### src/hw/rtl/serial_frame_deframer_top_assert.svh
// Assertion macros shared by the deframer modules.
// Each expects clk and arst_n in scope.
`ifndef SERIAL_FRAME_DEFRAMER_TOP_ASSERT_SVH
`define SERIAL_FRAME_DEFRAMER_TOP_ASSERT_SVH

// Same-cycle implication.
`define SFD_ASSERT_NOW(label, ante, cons, msg) \
	label: assert property (@(posedge clk) disable iff (!arst_n) (ante) |-> (cons)) \
		else $error(msg);

// Next-cycle implication.
`define SFD_ASSERT_NEXT(label, ante, cons, msg) \
	label: assert property (@(posedge clk) disable iff (!arst_n) (ante) |=> (cons)) \
		else $error(msg);

`endif

### src/hw/rtl/sfd_pkg.sv
package sfd_pkg;

	typedef enum logic [1:0] {
		PH_HUNT,
		PH_HDR,
		PH_FRAME
	} phase_t;

	typedef enum logic [1:0] {
		CHK_NONE,
		CHK_XOR,
		CHK_SUM,
		CHK_CRC
	} chk_mode_t;

	typedef enum logic [1:0] {
		REG_HEADER,
		REG_MIN_LEN,
		REG_CHECK_MODE
	} reg_idx_t;

	localparam logic [2:0] PART_HEADER  = 3'd0;
	localparam logic [2:0] PART_LENGTH  = 3'd1;
	localparam logic [2:0] PART_COMMAND = 3'd2;
	localparam logic [2:0] PART_STATUS  = 3'd3;
	localparam logic [2:0] PART_PAYLOAD = 3'd4;
	localparam logic [2:0] PART_CHECK   = 3'd5;

	localparam logic [7:0] HEADER_RESET   = 8'hAA;
	localparam logic [7:0] MIN_LEN_RESET  = 8'd5;
	localparam logic [7:0] MIN_LEN_FLOOR  = 8'd5;
	localparam logic [7:0] CRC_POLY       = 8'h07;

	localparam int RESULT_DEPTH = 8;

	typedef struct packed {
		logic [7:0] header_value;
		logic [7:0] min_frame_length;
		chk_mode_t  check_mode;
	} cfg_t;

	typedef struct packed {
		logic [2:0] part;
		logic [7:0] data_byte;
		logic [7:0] byte_offset;
		logic       frame_end;
		logic       frame_good;
	} result_t;

	typedef struct packed {
		logic [1:0] n;
		result_t    r0;
		result_t    r1;
	} push_t;

	function automatic logic [7:0] sfd_check_update(chk_mode_t mode, logic [7:0] acc,
		logic [7:0] b);
		logic [7:0] v;
		v = acc ^ b;
		unique case (mode)
			CHK_XOR: return acc ^ b;
			CHK_SUM: return acc + b;
			CHK_CRC: begin
				for (int i = 0; i < 8; i++) begin
					v = v[7] ? ((v << 1) ^ CRC_POLY) : (v << 1);
				end
				return v;
			end
			default: return 8'h00;
		endcase
	endfunction

endpackage

### src/hw/rtl/serial_frame_deframer_top.sv
// A byte accepted at the input is registered in the parser, parsed there and written into the result
// queue, and its first result is then offered on out_valid from the head of that queue.
// Throughput: one byte per cycle; a length byte yields two results, absorbed by the
// RESULT_DEPTH-entry queue, so in_ready drops only while the consumer stalls.
// Reset (arst_n low, asynchronous): hunting for a header, queue empty, registers at header
// 0xAA, minimum length 5, check none.
module serial_frame_deframer_top (
	input  logic       clk,
	input  logic       arst_n,
	input  logic       in_valid,
	output logic       in_ready,
	input  logic [7:0] rx_byte,
	output logic       out_valid,
	input  logic       out_ready,
	output logic [2:0] part,
	output logic [7:0] data_byte,
	output logic [7:0] byte_offset,
	output logic       frame_end,
	output logic       frame_good,
	input  logic       cfg_write_en,
	input  logic [1:0] cfg_index,
	input  logic [7:0] cfg_data
);
	import sfd_pkg::*;

	cfg_t    cfg_q;
	push_t   push;
	result_t head;
	logic    accept;

	assign accept = in_valid && in_ready;

	always_ff @(posedge clk or negedge arst_n) begin
		if (!arst_n) begin
			cfg_q.header_value     <= HEADER_RESET;
			cfg_q.min_frame_length <= MIN_LEN_RESET;
			cfg_q.check_mode       <= CHK_NONE;
		end else if (cfg_write_en) begin
			unique case (cfg_index)
				REG_HEADER:     cfg_q.header_value     <= cfg_data;
				REG_MIN_LEN:    cfg_q.min_frame_length <= cfg_data;
				REG_CHECK_MODE: cfg_q.check_mode       <= chk_mode_t'(cfg_data[1:0]);
				default: ;
			endcase
		end
	end

	sfd_parse u_parse (
		.clk     (clk),
		.arst_n  (arst_n),
		.accept  (accept),
		.rx_byte (rx_byte),
		.cfg     (cfg_q),
		.push    (push)
	);

	sfd_fifo u_fifo (
		.clk       (clk),
		.arst_n    (arst_n),
		.push      (push),
		.pop       (out_ready),
		.not_empty (out_valid),
		.has_room  (in_ready),
		.head      (head)
	);

	assign part        = head.part;
	assign data_byte   = head.data_byte;
	assign byte_offset = head.byte_offset;
	assign frame_end   = head.frame_end;
	assign frame_good  = head.frame_good;

endmodule

### src/hw/rtl/sfd_parse.sv
module sfd_parse (
	input  logic          clk,
	input  logic          arst_n,
	input  logic          accept,
	input  logic [7:0]    rx_byte,
	input  sfd_pkg::cfg_t cfg,
	output sfd_pkg::push_t push
);
	import sfd_pkg::*;

	logic       valid_s1;
	logic [7:0] byte_s1;

	phase_t     phase_q, phase_d;
	logic [7:0] len_q, len_d;
	logic [7:0] seen_q, seen_d;
	logic [7:0] chk_q, chk_d;
	logic [7:0] held_q, held_d;

	logic [7:0] minlen;
	logic [7:0] upd_chk;
	logic [7:0] start_chk;
	logic [8:0] next_off;
	logic [2:0] mid_part;

	always_ff @(posedge clk or negedge arst_n) begin
		if (!arst_n) begin
			valid_s1 <= 1'b0;
		end else begin
			valid_s1 <= accept;
		end
	end

	always_ff @(posedge clk) begin
		if (accept) begin
			byte_s1 <= rx_byte;
		end
		held_q <= held_d;
	end

	always_ff @(posedge clk or negedge arst_n) begin
		if (!arst_n) begin
			phase_q <= PH_HUNT;
			len_q   <= '0;
			seen_q  <= '0;
			chk_q   <= '0;
		end else begin
			phase_q <= phase_d;
			len_q   <= len_d;
			seen_q  <= seen_d;
			chk_q   <= chk_d;
		end
	end

	always_comb begin
		phase_d   = phase_q;
		len_d     = len_q;
		seen_d    = seen_q;
		chk_d     = chk_q;
		held_d    = held_q;
		push      = '0;
		minlen    = (cfg.min_frame_length < MIN_LEN_FLOOR) ? MIN_LEN_FLOOR
			: cfg.min_frame_length;
		upd_chk   = sfd_check_update(cfg.check_mode, chk_q, byte_s1);
		start_chk = sfd_check_update(cfg.check_mode, 8'h00, byte_s1);
		next_off  = {1'b0, seen_q} + 9'd1;
		if (seen_q == 8'd2) begin
			mid_part = PART_COMMAND;
		end else if (seen_q == 8'd3) begin
			mid_part = PART_STATUS;
		end else begin
			mid_part = PART_PAYLOAD;
		end

		if (valid_s1) begin
			unique case (phase_q)
				PH_HDR: begin
					if (byte_s1 < minlen) begin
						if (byte_s1 == cfg.header_value) begin
							phase_d = PH_HDR;
							held_d  = byte_s1;
							chk_d   = start_chk;
							seen_d  = 8'd1;
						end else begin
							phase_d = PH_HUNT;
							len_d   = '0;
							seen_d  = '0;
							chk_d   = '0;
						end
					end else begin
						phase_d = PH_FRAME;
						len_d   = byte_s1;
						chk_d   = upd_chk;
						seen_d  = 8'd2;
						push.n  = 2'd2;
						push.r0 = '{part: PART_HEADER, data_byte: held_q,
							byte_offset: 8'd0, frame_end: 1'b0, frame_good: 1'b0};
						push.r1 = '{part: PART_LENGTH, data_byte: byte_s1,
							byte_offset: 8'd1, frame_end: 1'b0, frame_good: 1'b0};
					end
				end
				PH_FRAME: begin
					push.n = 2'd1;
					if (next_off >= {1'b0, len_q}) begin
						push.r0 = '{part: PART_CHECK, data_byte: byte_s1,
							byte_offset: seen_q, frame_end: 1'b1,
							frame_good: (cfg.check_mode == CHK_NONE) || (chk_q == byte_s1)};
						phase_d = PH_HUNT;
						len_d   = '0;
						seen_d  = '0;
						chk_d   = '0;
					end else begin
						push.r0 = '{part: mid_part, data_byte: byte_s1,
							byte_offset: seen_q, frame_end: 1'b0, frame_good: 1'b0};
						chk_d   = upd_chk;
						seen_d  = next_off[7:0];
					end
				end
				default: begin
					if (byte_s1 == cfg.header_value) begin
						phase_d = PH_HDR;
						held_d  = byte_s1;
						chk_d   = start_chk;
						seen_d  = 8'd1;
					end else begin
						phase_d = PH_HUNT;
						len_d   = '0;
						seen_d  = '0;
						chk_d   = '0;
					end
				end
			endcase
		end
	end

`include "serial_frame_deframer_top_assert.svh"

	`SFD_ASSERT_NOW(a_end_is_check, push.n != 2'd0 && push.r0.frame_end,
		push.r0.part == PART_CHECK, "frame end on a byte that is not the check byte")
	`SFD_ASSERT_NOW(a_pair_is_head, push.n == 2'd2,
		push.r0.part == PART_HEADER && push.r1.byte_offset == 8'd1,
		"double beat not header and length")
	`SFD_ASSERT_NOW(a_frame_len, phase_q == PH_FRAME,
		len_q >= MIN_LEN_FLOOR && seen_q >= 8'd2 && seen_q < len_q,
		"frame state out of range")

endmodule

### src/hw/rtl/sfd_fifo.sv
module sfd_fifo (
	input  logic             clk,
	input  logic             arst_n,
	input  sfd_pkg::push_t   push,
	input  logic             pop,
	output logic             not_empty,
	output logic             has_room,
	output sfd_pkg::result_t head
);
	import sfd_pkg::*;

	localparam int DEPTH = RESULT_DEPTH;
	localparam int PTR_W = $clog2(DEPTH);
	localparam int CNT_W = $clog2(DEPTH + 1);

	result_t            mem [DEPTH];
	logic [PTR_W-1:0]   wr_ptr_q;
	logic [PTR_W-1:0]   rd_ptr_q;
	logic [CNT_W-1:0]   count_q;
	logic [PTR_W-1:0]   wr_ptr_p1;
	logic               do_pop;

	assign wr_ptr_p1 = wr_ptr_q + PTR_W'(1);
	assign not_empty = (count_q != '0);
	assign do_pop    = pop && not_empty;
	assign has_room  = (count_q <= CNT_W'(DEPTH - 4));
	assign head      = mem[rd_ptr_q];

	always_ff @(posedge clk) begin
		if (push.n != 2'd0) begin
			mem[wr_ptr_q] <= push.r0;
		end
		if (push.n == 2'd2) begin
			mem[wr_ptr_p1] <= push.r1;
		end
	end

	always_ff @(posedge clk or negedge arst_n) begin
		if (!arst_n) begin
			wr_ptr_q <= '0;
			rd_ptr_q <= '0;
			count_q  <= '0;
		end else begin
			wr_ptr_q <= wr_ptr_q + PTR_W'(push.n);
			if (do_pop) begin
				rd_ptr_q <= rd_ptr_q + PTR_W'(1);
			end
			count_q <= count_q + CNT_W'(push.n) - CNT_W'(do_pop);
		end
	end

`include "serial_frame_deframer_top_assert.svh"

	`SFD_ASSERT_NOW(a_no_overflow, 1'b1,
		({1'b0, count_q} + (CNT_W + 1)'(push.n)) <= (CNT_W + 1)'(DEPTH),
		"result queue overflow")
	`SFD_ASSERT_NOW(a_ptr_count, 1'b1,
		PTR_W'(wr_ptr_q - rd_ptr_q) == PTR_W'(count_q), "queue pointers disagree with count")
	`SFD_ASSERT_NEXT(a_count_step, 1'b1,
		count_q == $past(count_q) + CNT_W'($past(push.n)) - CNT_W'($past(do_pop)),
		"queue count step wrong")

endmodule

### config.mk
export PLATFORM = sky130hd
export DESIGN_NAME = serial_frame_deframer_top
export DESIGN_NICKNAME = d
export VERILOG_FILES = /design/src/hw/rtl/sfd_pkg.sv /design/src/hw/rtl/serial_frame_deframer_top.sv /design/src/hw/rtl/sfd_parse.sv /design/src/hw/rtl/sfd_fifo.sv
export VERILOG_INCLUDE_DIRS = /design/src /design/src/hw/rtl
export SDC_FILE = /design/constraint.sdc
export NUM_CORES = 1
export LEC_CHECK = 0
export BUFFER_PORTS_ARGS = -buffer_cell sky130_fd_sc_hd__buf_4
export CAP_MARGIN = 20
export CORE_MARGIN = 2
export CORE_UTILIZATION = 45
export CTS_CLUSTER_DIAMETER = 100
export DETAILED_ROUTE_END_ITERATION = 10
export PLACE_DENSITY = 0.59
export SLEW_MARGIN = 20
export SYNTH_ARGS = -nofsm -noshare
export SYNTH_HDL_FRONTEND = slang
export SYNTH_SLANG_ARGS = --single-unit
### constraint.sdc
create_clock -name clk -period 3.4 [get_ports clk]
set_clock_uncertainty 0.1 [all_clocks]
set_input_delay 0.17 -clock clk [delete_from_list [all_inputs] [get_ports clk]]
set_output_delay 0.17 -clock clk [all_outputs]
set_load 0.05 [all_outputs]
# Word level (Yosys, flattened, before mapping)

Memory sizes are Yosys's and may differ from the RTL's.
Cells that the tools add are included.

Flip-flop bits (word level): 71
Memory bits (writable): 168
Bits of input ports: 23
Output and inout port bits: 23
Logic and storage cells: 119
Memories: 1

$add $sub $neg: 7
Magnitude comparators: 4
Equality and inequality tests: 14
Mux-type cells: 49
Bitwise operators: 18
Reductions and logical operators: 13

Memories:

| name       | depth | width | rd ports | clocked after Yosys merged registers in | wr ports | line           | source |
|---|---|---|---|---|---|---|---|
| u_fifo.mem | 8     | 21    | 1        | 0                                       | 2        | sfd_fifo.sv:16 | `result_t mem [DEPTH];` |

Operator list:

| kind                                                | number |
|---|---|
| two-way mux 44 bit                                  | 2 |
| two-way mux 8 bit                                   | 11 |
| one-hot mux 8 bit (2 select lines)                  | 5 |
| two-way mux 3 bit                                   | 18 |
| NOT 3 bit                                           | 16 |
| one-hot mux 23 bit (2 select lines)                 | 1 |
| two-way mux 21 bit                                  | 2 |
| one-hot mux 8 bit (3 select lines)                  | 1 |
| == test 8 x 2 -> 1 bit, second input constant       | 2 |
| == test 8 bit                                       | 2 |
| == test 2 bit, second input constant                | 5 |
| adder 8 x 1 -> 9 bit, second input constant         | 1 |
| >= comparator 9 x 8 -> 1 bit                        | 1 |
| adder 8 bit                                         | 1 |
| < comparator 8 x 3 -> 1 bit, second input constant  | 1 |
| < comparator 8 bit                                  | 1 |
| AND reduction 2 bit                                 | 4 |
| bitwise XOR 8 bit                                   | 1 |
| adder 3 x 1 -> 3 bit, second input constant         | 2 |
| == test 2 x 1 -> 1 bit, second input constant       | 3 |
| two-way mux 1 bit                                   | 6 |
| adder 4 x 2 -> 4 bit                                | 1 |
| <= comparator 4 x 3 -> 1 bit, second input constant | 1 |
| zero test 2 bit                                     | 2 |
| other kinds (12)                                    | 15 |

# Depth between registers and ports, before layout

Gate-level depths: netlist of run 1.

Depth after elaboration: 20
Gate-level depth with buffers: 15
Depth with buffers taken out: 15

# By module

A second synthesis of run 1 with hierarchy kept.

Cells, all modules: 963
Area, all modules: 13,660.6 sq um

Modules (own cells, without submodules):

| module                    | times used | cells an instance | area each (sq um) | sequential area each (sq um) |
|---|---|---|---|---|
| sfd_fifo                  | 1          | 505               | 9,110.0           | 5,295.1 |
| sfd_parse                 | 1          | 418               | 3,846.2           | 1,156.1 |
| serial_frame_deframer_top | 1          | 40                | 704.4             | 457.9 |

# Least setup slack after synthesis of run 1

Ideal clock, no wire load.

Path type: register to register
Start: reg cfg_q[9] (netlist bit)
End: reg u_fifo.count_q[3]
Library setup time: 0.079 ns
Arrival: 3.228 ns
Slack: -0.007 ns
Stages on the path, launching flop included: 16
Path buffers: 0
Period minus slack after synthesis: 3.407 ns
Cell sequence: dfrtp_1 -> nor3_2 -> nand2_1 -> o21ai_0 -> ha_1 -> a21oi_1 -> o21ai_0 -> o31ai_4 -> nand2_2 -> inv_1 -> ha_1 -> inv_1 -> ha_1 -> a21o_1 -> a21oi_1 -> xor2_1

Cells in the longest elaborated chain, start to end: 8

RTL lines:

| element                               | line                            | source |
|---|---|---|
| start: declaration                    | serial_frame_deframer_top.sv:26 | `cfg_t cfg_q;` |
| < comparator 8 x 3 -> 1 bit           | sfd_parse.sv:62                 | `minlen = (cfg.min_frame_length < MIN_LEN_FLOOR) ? MIN_LEN_FLOOR` |
| two-way mux 8 bit *                   | sfd_parse.sv:62                 |  |
| < comparator 8 bit *                  | sfd_parse.sv:78                 | `if (byte_s1 < minlen) begin` |
| two-way mux 44 bit *                  | sfd_parse.sv:78                 |  |
| one-hot mux 23 bit (2 select lines) * | sfd_parse.sv:76                 | `unique case (phase_q)` |
| two-way mux 44 bit *                  | sfd_parse.sv:75                 | `if (valid_s1) begin` |
| adder 4 x 2 -> 4 bit *                | sfd_fifo.sv:48                  | `count_q <= count_q + CNT_W'(push.n) - CNT_W'(do_pop);` |
| subtractor 4 x 1 -> 4 bit *           | sfd_fifo.sv:48                  |  |
| end signal: assignment                | sfd_fifo.sv:48                  |  |
| end: declaration                      | sfd_fifo.sv:19                  | `logic [CNT_W-1:0] count_q;` |

Mark *: on every way between the ends. The rest lies on a longest branch, timed or not.
A chain may end at the register's enable or synchronous reset.

==> results of run 1 <==
-- placed cells by master (no fill, tap or decap), types with 21 or more instances in the layout --
master	netlist	routed
o21ai_0	26	24
dlygate4sd3_1	0	21
mux2_2	42	42
a21oi_1	29	28
nand2_1	53	52
inv_1	57	56
nor2_1	72	72
mux4_2	42	42
clkbuf_16	0	28
dfxtp_1	88	88
a22o_1	60	60
dfrtp_1	49	47
mux2i_1	45	45
buf_4	3	91
o2bb2ai_1	56	56
ha_1	48	48
xnor2_1	28	28
edfxtp_1	96	96
-- cell families after synthesis --
kind of cell | share of synthesized area
compound gates | 0.1623
flops | 0.4891
simple gates | 0.07056
buf+inv | 0.04284
mux | 0.1517
fa+ha+maj | 0.05360
xor+xnor | 0.02985
-- critical path, delay by kind of cell (launching register included) --
family / cells / cell delay, ns
AO/OA/AOI/OAI: 5 / 0.95
adder cells (fa/ha/maj): 1 / 0.26
buffers and inverters: 1 / 0.24
flip-flops: 1 / 0.41
AND/OR/NAND/NOR: 4 / 1.02
-- final cells by class --
type,instances,area [µm²]
fill,2252,12530
clock buffer,36,792.0
clock inverter,14,185.2
sequential,239,6031
inverter,58,217.7
timing repair buffer,114,933.4
multi-input combinational,666,5833
tap,341,426.7
-- timing repair --
| action | 4_1_cts | 5_1_grt |
|---|---|---|
| gates resized for setup | 0 | 9 |
| endpoints found under the setup margin | 0 | 157 |
| hold endpoints to repair | 77 | 0 |
| hold buffers | 21 | 0 |
-- registers in the layout, indices dropped and copies added (netlist names), 4 cells and up --
signal           flops
u_parse.chk_q        8
cfg_q               18
u_parse.len_q        8
u_parse.seen_q       8
u_fifo.mem         168
u_parse.byte_s1      8
u_fifo.count_q       4
u_parse.held_q       8
-- power groups by stage --
stage / combinational [mW] / sequential, mW / clock [mW]
3_5_place_dp: 2.13 / 3.38 / 0
3_3_place_gp: 2.10 / 3.38 / 0
6_report: 2.14 / 3.32 / 3.16
4_1_cts: 2.15 / 3.32 / 3.21
2_1_floorplan: 1.63 / 3.25 / 0
5_1_grt: 2.34 / 3.34 / 3.33
-- through the flow --
stage,instance area [µm²],instances,power (mW),setup WS (ns)
2_1_floorplan,12330,1034,4.880,0.01505
3_3_place_gp,13200,1397,5.481,0.1751
3_5_place_dp,13200,1397,5.511,0.07541
4_1_cts,14390,1468,8.688,0.07849
5_1_grt,14420,1468,9.012,0.007522
6_report,14420,1468,8.619,0.1449
-- worst paths after layout --
kind                             startpoint  slack (ns)  depth (start not counted)            endpoint
setup / recovery                   cfg_q[7]        0.14                         11   u_fifo.mem[1][12]
hold / removal                     in_valid       0.007                          2    u_parse.valid_s1
setup reg to reg                   cfg_q[7]        0.14                         11   u_fifo.mem[1][12]
hold reg to reg            u_fifo.mem[5][9]        0.37                          1    u_fifo.mem[5][9]
max in group asynchronous            arst_n        2.54                          2  u_fifo.rd_ptr_q[0]
min in group asynchronous            arst_n        0.11                          2    u_parse.chk_q[5]
-- routing by layer --
layer  vias up  share of wire
li1       4067              -
met1      4233           0.46
met2       230           0.48
met3        38          0.044
met4         0          0.017
met5         -              0
==> impl_summary.log, run 1 <==
[metrics] cell-by-cell trace of the critical path: nor3_2 -> nand2_1 -> o21ai_1 -> ha_1 -> a21oi_1 -> o21ai_1 -> o31ai_4 -> buf_4 -> nand2_1 -> nand3b_1 -> o2bb2ai_1
[metrics] half-perimeter wire length after detailed placement: 21500 µm
[metrics] detailed-route vias per instance: 5.837
[metrics] Chip Width: 169.5 µm
[metrics] violation count after the first detailed-routing iteration: 580
[metrics] net switching power of the design: 2.633 mW
[metrics] clock share of power: 0.367
[metrics] TritonCTS Sinks: 239
[metrics] critical setup path kind: flip-flop to flip-flop
[metrics] met1 demand-to-capacity share in global routing: 0.3094
[metrics] GRT Total Usage: 0.2188
[metrics] total of warnings raised by yosys: 0
[metrics] routing layer with the top usage in global route: met2
[metrics] clock tree from TritonCTS: done
[metrics] transition at the pin with the smallest max-transition slack: 0.9600 ns
[metrics] number of clock buffers inserted by TritonCTS: 27
[metrics] final setup fails: 0
[metrics] maximum number of pins on one net before global-route repair: 56
[metrics] Achievable Freq: 307.2 MHz
[metrics] initial cell density of the core: 0.4573
[metrics] Synth Area per Inst: 11.92 µm²
[metrics] data arrival time of the critical path: 3.43 ns
[metrics] post-CTS clock slew at the launch and capture registers of the worst setup and hold paths: 0.06 ns
[metrics] initial antenna violation count: 0
[metrics] sum of negative setup slack: 0 ns
[metrics] buffer depth of the longest clock path: 3
[metrics] Max stage delay cell, worst path: nand3b_1
[metrics] Worst-Skew Late Latency: 0.55 ns
[metrics] Final #Nets: 1180
[metrics] net count after synthesis: 1108
[metrics] share of the clock period used by the worst path: 0.9574
[metrics] list of most frequent post-synthesis cells: edfxtp_1, dfxtp_1, nor2_1
[metrics] antenna diode count: 0
[metrics] Util after Layout: 0.5350
[metrics] most used flip-flop cell after synthesis: edfxtp_1
[metrics] via total after detailed routing: 8568
[metrics] maximum fanout encountered on the critical timing path: 10
[metrics] share of synthesized flip-flops with an asynchronous set or reset: 0.2301
[metrics] number of library cell types mapped by synthesis: 69
[metrics] Routed WL: 30620 µm
[metrics] detailed-router iteration count before antenna repair: 7
[metrics] Final Hold Viols: 0
[metrics] sequential fraction of design power: 0.385
[metrics] count of max-cap constraint violations: 0
[metrics] number of synthesized flops with an enable pin: 96
[metrics] Setup Buffers After CTS: 0
[metrics] final slew viol count: 0
[metrics] post-synth top area share: 0.2339
[metrics] Worst Hold Class: primary input to flip-flop
[metrics] IO Port Bufs: 45
[metrics] Placeable Area: 0.02695 mm²
[metrics] aggregate global routing overflow: 0
[metrics] cell with the most instances after synthesis: edfxtp_1
[metrics] area delta synth->final: 16.99%
[metrics] Int Power: 5.986 mW
[metrics] delay of the slowest cell on the worst path: 0.47 ns
[metrics] library cell used as clock root buffer: clkbuf_16
[metrics] Hold WS: 0.006734 ns
[metrics] average routed wire per standard cell: 20.86 µm
[metrics] met3 Usage GRT: 0.02612
[metrics] routability congestion estimate from global placement: 0.8535
[metrics] Cell Rows: 60
[metrics] Max IR drop VDD: 515.6 µV
[metrics] setup repair after global routing missed its margin: no
[metrics] DIE AREA: 0.02873 mm²
[metrics] fraction of layout cells with a size suffix above 1: 0.2307
[metrics] biggest area consumer among synthesized cells: edfxtp_1
[metrics] run status: finished, final reports clean
[metrics] DRC viols: 0
[metrics] first-pass GRT wire length: 49560 µm
[metrics] ANT nets after route: 0
[metrics] CTS H-tree depth: 1
[metrics] Comb power frac: 0.248
[metrics] shortest clock period the worst path allows after layout: 3.255 ns
[metrics] Critical Path RT: 3.58 ns
[metrics] instance count of the mapped netlist: 1034
[metrics] category of the worst setup path launch point: flip-flop
[metrics] Max transition margin: 0.3576
[metrics] PwrDens: 597.7 mW/mm²
[metrics] synth top area cells: edfxtp_1, dfxtp_1, dfrtp_1
[metrics] number of primary I/O pins: 46
[metrics] vias in the first global route: 8768
[metrics] die outline height: 169.5 µm
[metrics] cell leakage power: 5.403 nW
[metrics] Crit. End Element: flip-flop
[metrics] Yosys reg bits: 239
[metrics] net switching share of the total power: 0.3055
[metrics] met2 track demand over resource: 0.3670
[metrics] post-synth design cell area: 0.01232 mm²
[metrics] post-synthesis sequential area ratio: 0.4891
(Power assumes the default switching activity.)
==> inputs of run 2 (changes only) <==
--- a/config.mk
+++ b/config.mk
@@ -8,7 +8,7 @@
 export LEC_CHECK = 0
 export BUFFER_PORTS_ARGS = -buffer_cell sky130_fd_sc_hd__buf_4
 export CAP_MARGIN = 20
-export CORE_MARGIN = 2
+export CORE_MARGIN = 3
 export CORE_UTILIZATION = 45
 export CTS_CLUSTER_DIAMETER = 100
 export DETAILED_ROUTE_END_ITERATION = 10
==> run 2 against run 1 <==
Power decreased by 1.2%. Routed wire length decreased by 1.4%. Non-clock buffer count increased by 4. Global-route usage decreased by 0.82 points. Register-to-register slack improved by 0.08 ns.
==> impl_summary.log, run 2 (synthesis results as in run 1) <==
[metrics] Worst-Skew Late Latency: 0.55 ns (about the same)
[metrics] CTS H-tree depth: 1 (unchanged)
[metrics] die outline height: 171.5 µm (+1.2%)
[metrics] first-pass GRT wire length: 49300 µm (-0.53%)
[metrics] Setup Buffers After CTS: 0 (unchanged)
[metrics] critical setup path kind: flip-flop to flip-flop
[metrics] final setup fails: 0 (unchanged)
[metrics] half-perimeter wire length after detailed placement: 21430 µm (-0.33%)
[metrics] largest registers: u_fifo.mem: 168 flops, cfg_q: 18 flops
[metrics] final slew viol count: 0 (unchanged)
[metrics] routability congestion estimate from global placement: 0.8682 (+1.7%)
[metrics] post-CTS clock slew at the launch and capture registers of the worst setup and hold paths: 0.06 ns (about the same)
[metrics] Final Worst Setup Slack: 0.2245 ns (+0.07963 ns)
[metrics] Util after Layout: 0.5443 (+0.009304)
[metrics] net switching power of the design: 2.647 mW (+0.53%)
[metrics] DIE AREA: 0.02941 mm² (+2.4%)
[metrics] number of flip-flops in the largest register: 168 (unchanged)
[metrics] maximum number of pins on one net before global-route repair: 56 (unchanged)
[metrics] ANT nets after route: 0 (unchanged)
[metrics] top register by number of flip-flops: u_fifo.mem
[metrics] average routed wire per standard cell: 20.57 µm (-1.4%)
[metrics] data arrival time of the critical path: 3.37 ns (-0.06 ns)
[metrics] violation count after the first detailed-routing iteration: 668 (+15%)
[metrics] post-layout power: 8.516 mW (-1.2%)
[metrics] sum of negative setup slack: 0 ns (unchanged)
[metrics] antenna diode count: 0 (unchanged)
[metrics] run status: finished, final reports clean
[metrics] fraction of layout cells with a size suffix above 1: 0.2321 (+0.001426)
[metrics] shortest clock period the worst path allows after layout: 3.176 ns (-0.07963 ns)
[metrics] Final #Nets: 1185 (+0.42%)
[metrics] number of clock buffers inserted by TritonCTS: 28 (+3.7%)
[metrics] PwrDens: 590.4 mW/mm² (-1.2%)
[metrics] Final Hold Viols: 0 (unchanged)
[metrics] Critical Path RT: 3.60 ns (+0.02 ns)
[metrics] library cell used as clock root buffer: clkbuf_16
[metrics] detailed-router iteration count before antenna repair: 5 (-2)
[metrics] cell leakage power: 5.419 nW (+0.30%)
[metrics] sequential fraction of design power: 0.393 (+0.008)
[metrics] initial antenna violation count: 0 (unchanged)
[metrics] category of the worst setup path launch point: flip-flop
[metrics] Crit. End Element: flip-flop
[metrics] Placeable Area: 0.02650 mm² (-1.7%)
[metrics] clock tree from TritonCTS: done
[metrics] TritonCTS Sinks: 239 (unchanged)
[metrics] GRT Total Usage: 0.2106 (-0.008170)
[metrics] transition at the pin with the smallest max-transition slack: 0.8996 ns (-0.06045 ns)
[metrics] minimum setup slack after placement: 0.1511 ns (+0.07568 ns)
[metrics] most frequent cells in the layout: edfxtp_1, buf_4, dfxtp_1
[metrics] via total after detailed routing: 8605 (+0.43%)
[metrics] vias in the first global route: 8565 (-2.3%)
[metrics] net switching share of the total power: 0.3108 (+0.005329)
[metrics] Hold WS: 0.01671 ns (+0.009977 ns)
[metrics] total of fill cells in the finished design: 2282 (+1.3%)
[metrics] count of max-cap constraint violations: 0 (unchanged)
[metrics] initial cell density of the core: 0.4650 (+0.007751)
[metrics] buffer depth of the longest clock path: 3 (unchanged)
[metrics] Achievable Freq: 314.9 MHz (+2.5%)
[metrics] Chip Width: 171.5 µm (+1.2%)
[metrics] most common library cell in the layout ignoring fill and taps: edfxtp_1
[metrics] Comb power frac: 0.247 (about the same)
[metrics] Int Power: 5.869 mW (-1.9%)
[metrics] detailed-route vias per instance: 5.862 (+0.43%)
[metrics] Max transition margin: 0.3981 (+0.04045)
[metrics] Cell Rows: 59 (-1.7%)
[metrics] number of primary I/O pins: 46 (unchanged)
[metrics] area delta synth->final: 17.05% (about the same)
[metrics] maximum fanout encountered on the critical timing path: 10 (unchanged)
[metrics] IO Port Bufs: 45 (unchanged)
[metrics] clock share of power: 0.360 (-0.007)
[metrics] share of the clock period used by the worst path: 0.9340 (-0.02342)
[metrics] DRC viols: 0 (unchanged)
[metrics] aggregate global routing overflow: 0 (unchanged)
[metrics] Worst Hold Class: primary input to flip-flop
[metrics] Max IR drop VDD: 460.6 µV (-11%)
[metrics] Routed WL: 30200 µm (-1.4%)
[metrics] setup repair after global routing missed its margin: no
-- run 2: changes by cell type in the layout (fill, tap and decap cells not counted), sizes merged --
cell         before  now
bufinv            4    2
buf              93   96
clkinv            7   11
dlygate4sd3      21   22
-- run 2: routing by layer --
layer / up-vias / wire, µm / track usage
met4: 0 / 600 / 0.04129
met5: - / 0 / 0
met1: 4279 / 14690 / 0.3194
met2: 214 / 13550 / 0.3304
li1: 4073 / - / -
met3: 39 / 1354 / 0.02344
-- run 2: critical path, cell delays in order (launching register included) --
cell,delay (ns)
dfrtp_1,0.40
nor3_2,0.20
nand2_1,0.06
o21ai_0,0.18
ha_1,0.28
a21oi_2,0.17
o21ai_1,0.12
o31a_1,0.35
o211ai_2,0.42
o21ai_1,0.40
o2bb2ai_1,0.24
-- run 2: cell type report --
cell class	instances	area [µm²]	area share
clock buffers	36	803.3	0.05569
multi-input cells	666	5823	0.4037
flip-flops and latches	239	6031	0.4181
well taps	335	419.2	0.02906
inverters	58	217.7	0.01509
clock inverters	16	165.2	0.01145
repair buffers	118	965.9	0.06696
-- run 2: worst paths after layout --
kind / start / to / slack, ns / cells past startpoint
setup / recovery: cfg_q[9] / u_fifo.mem[2][17] / 0.22 / 10
hold / removal: in_valid / u_parse.valid_s1 / 0.02 / 2
max in group asynchronous: arst_n / u_fifo.rd_ptr_q[1] / 2.53 / 2
hold reg to reg: u_fifo.mem[1][19] / u_fifo.mem[1][19] / 0.38 / 1
min in group asynchronous: arst_n / u_parse.chk_q[1] / 0.12 / 2
setup reg to reg: cfg_q[9] / u_fifo.mem[2][17] / 0.22 / 10
-- run 2: power by group through the flow --
| stage | Sequential, mW | Combinational [mW] | Clock (mW) |
|---|---|---|---|
| finish | 3.35 | 2.10 | 3.07 |
| detailed placement | 3.41 | 2.09 | 0 |
| global placement | 3.41 | 2.07 | 0 |
| floorplan | 3.25 | 1.63 | 0 |
| global route | 3.37 | 2.30 | 3.24 |
| CTS | 3.35 | 2.12 | 3.13 |
-- run 2: metrics by stage --
| step | std cells | area, µm² |
|---|---|---|
| 2_1_floorplan | 1034 | 12330 |
| 3_3_place_gp | 1394 | 13210 |
| 3_5_place_dp | 1394 | 13220 |
| 4_1_cts | 1468 | 14400 |
| 5_1_grt | 1468 | 14430 |
| 6_report | 1468 | 14430 |
-- run 2: timing repair --
item	CTS	global route
gates resized for setup	0	5
endpoints found under the setup margin	0	92
hold buffers	22	0
hold endpoints to repair	77	0
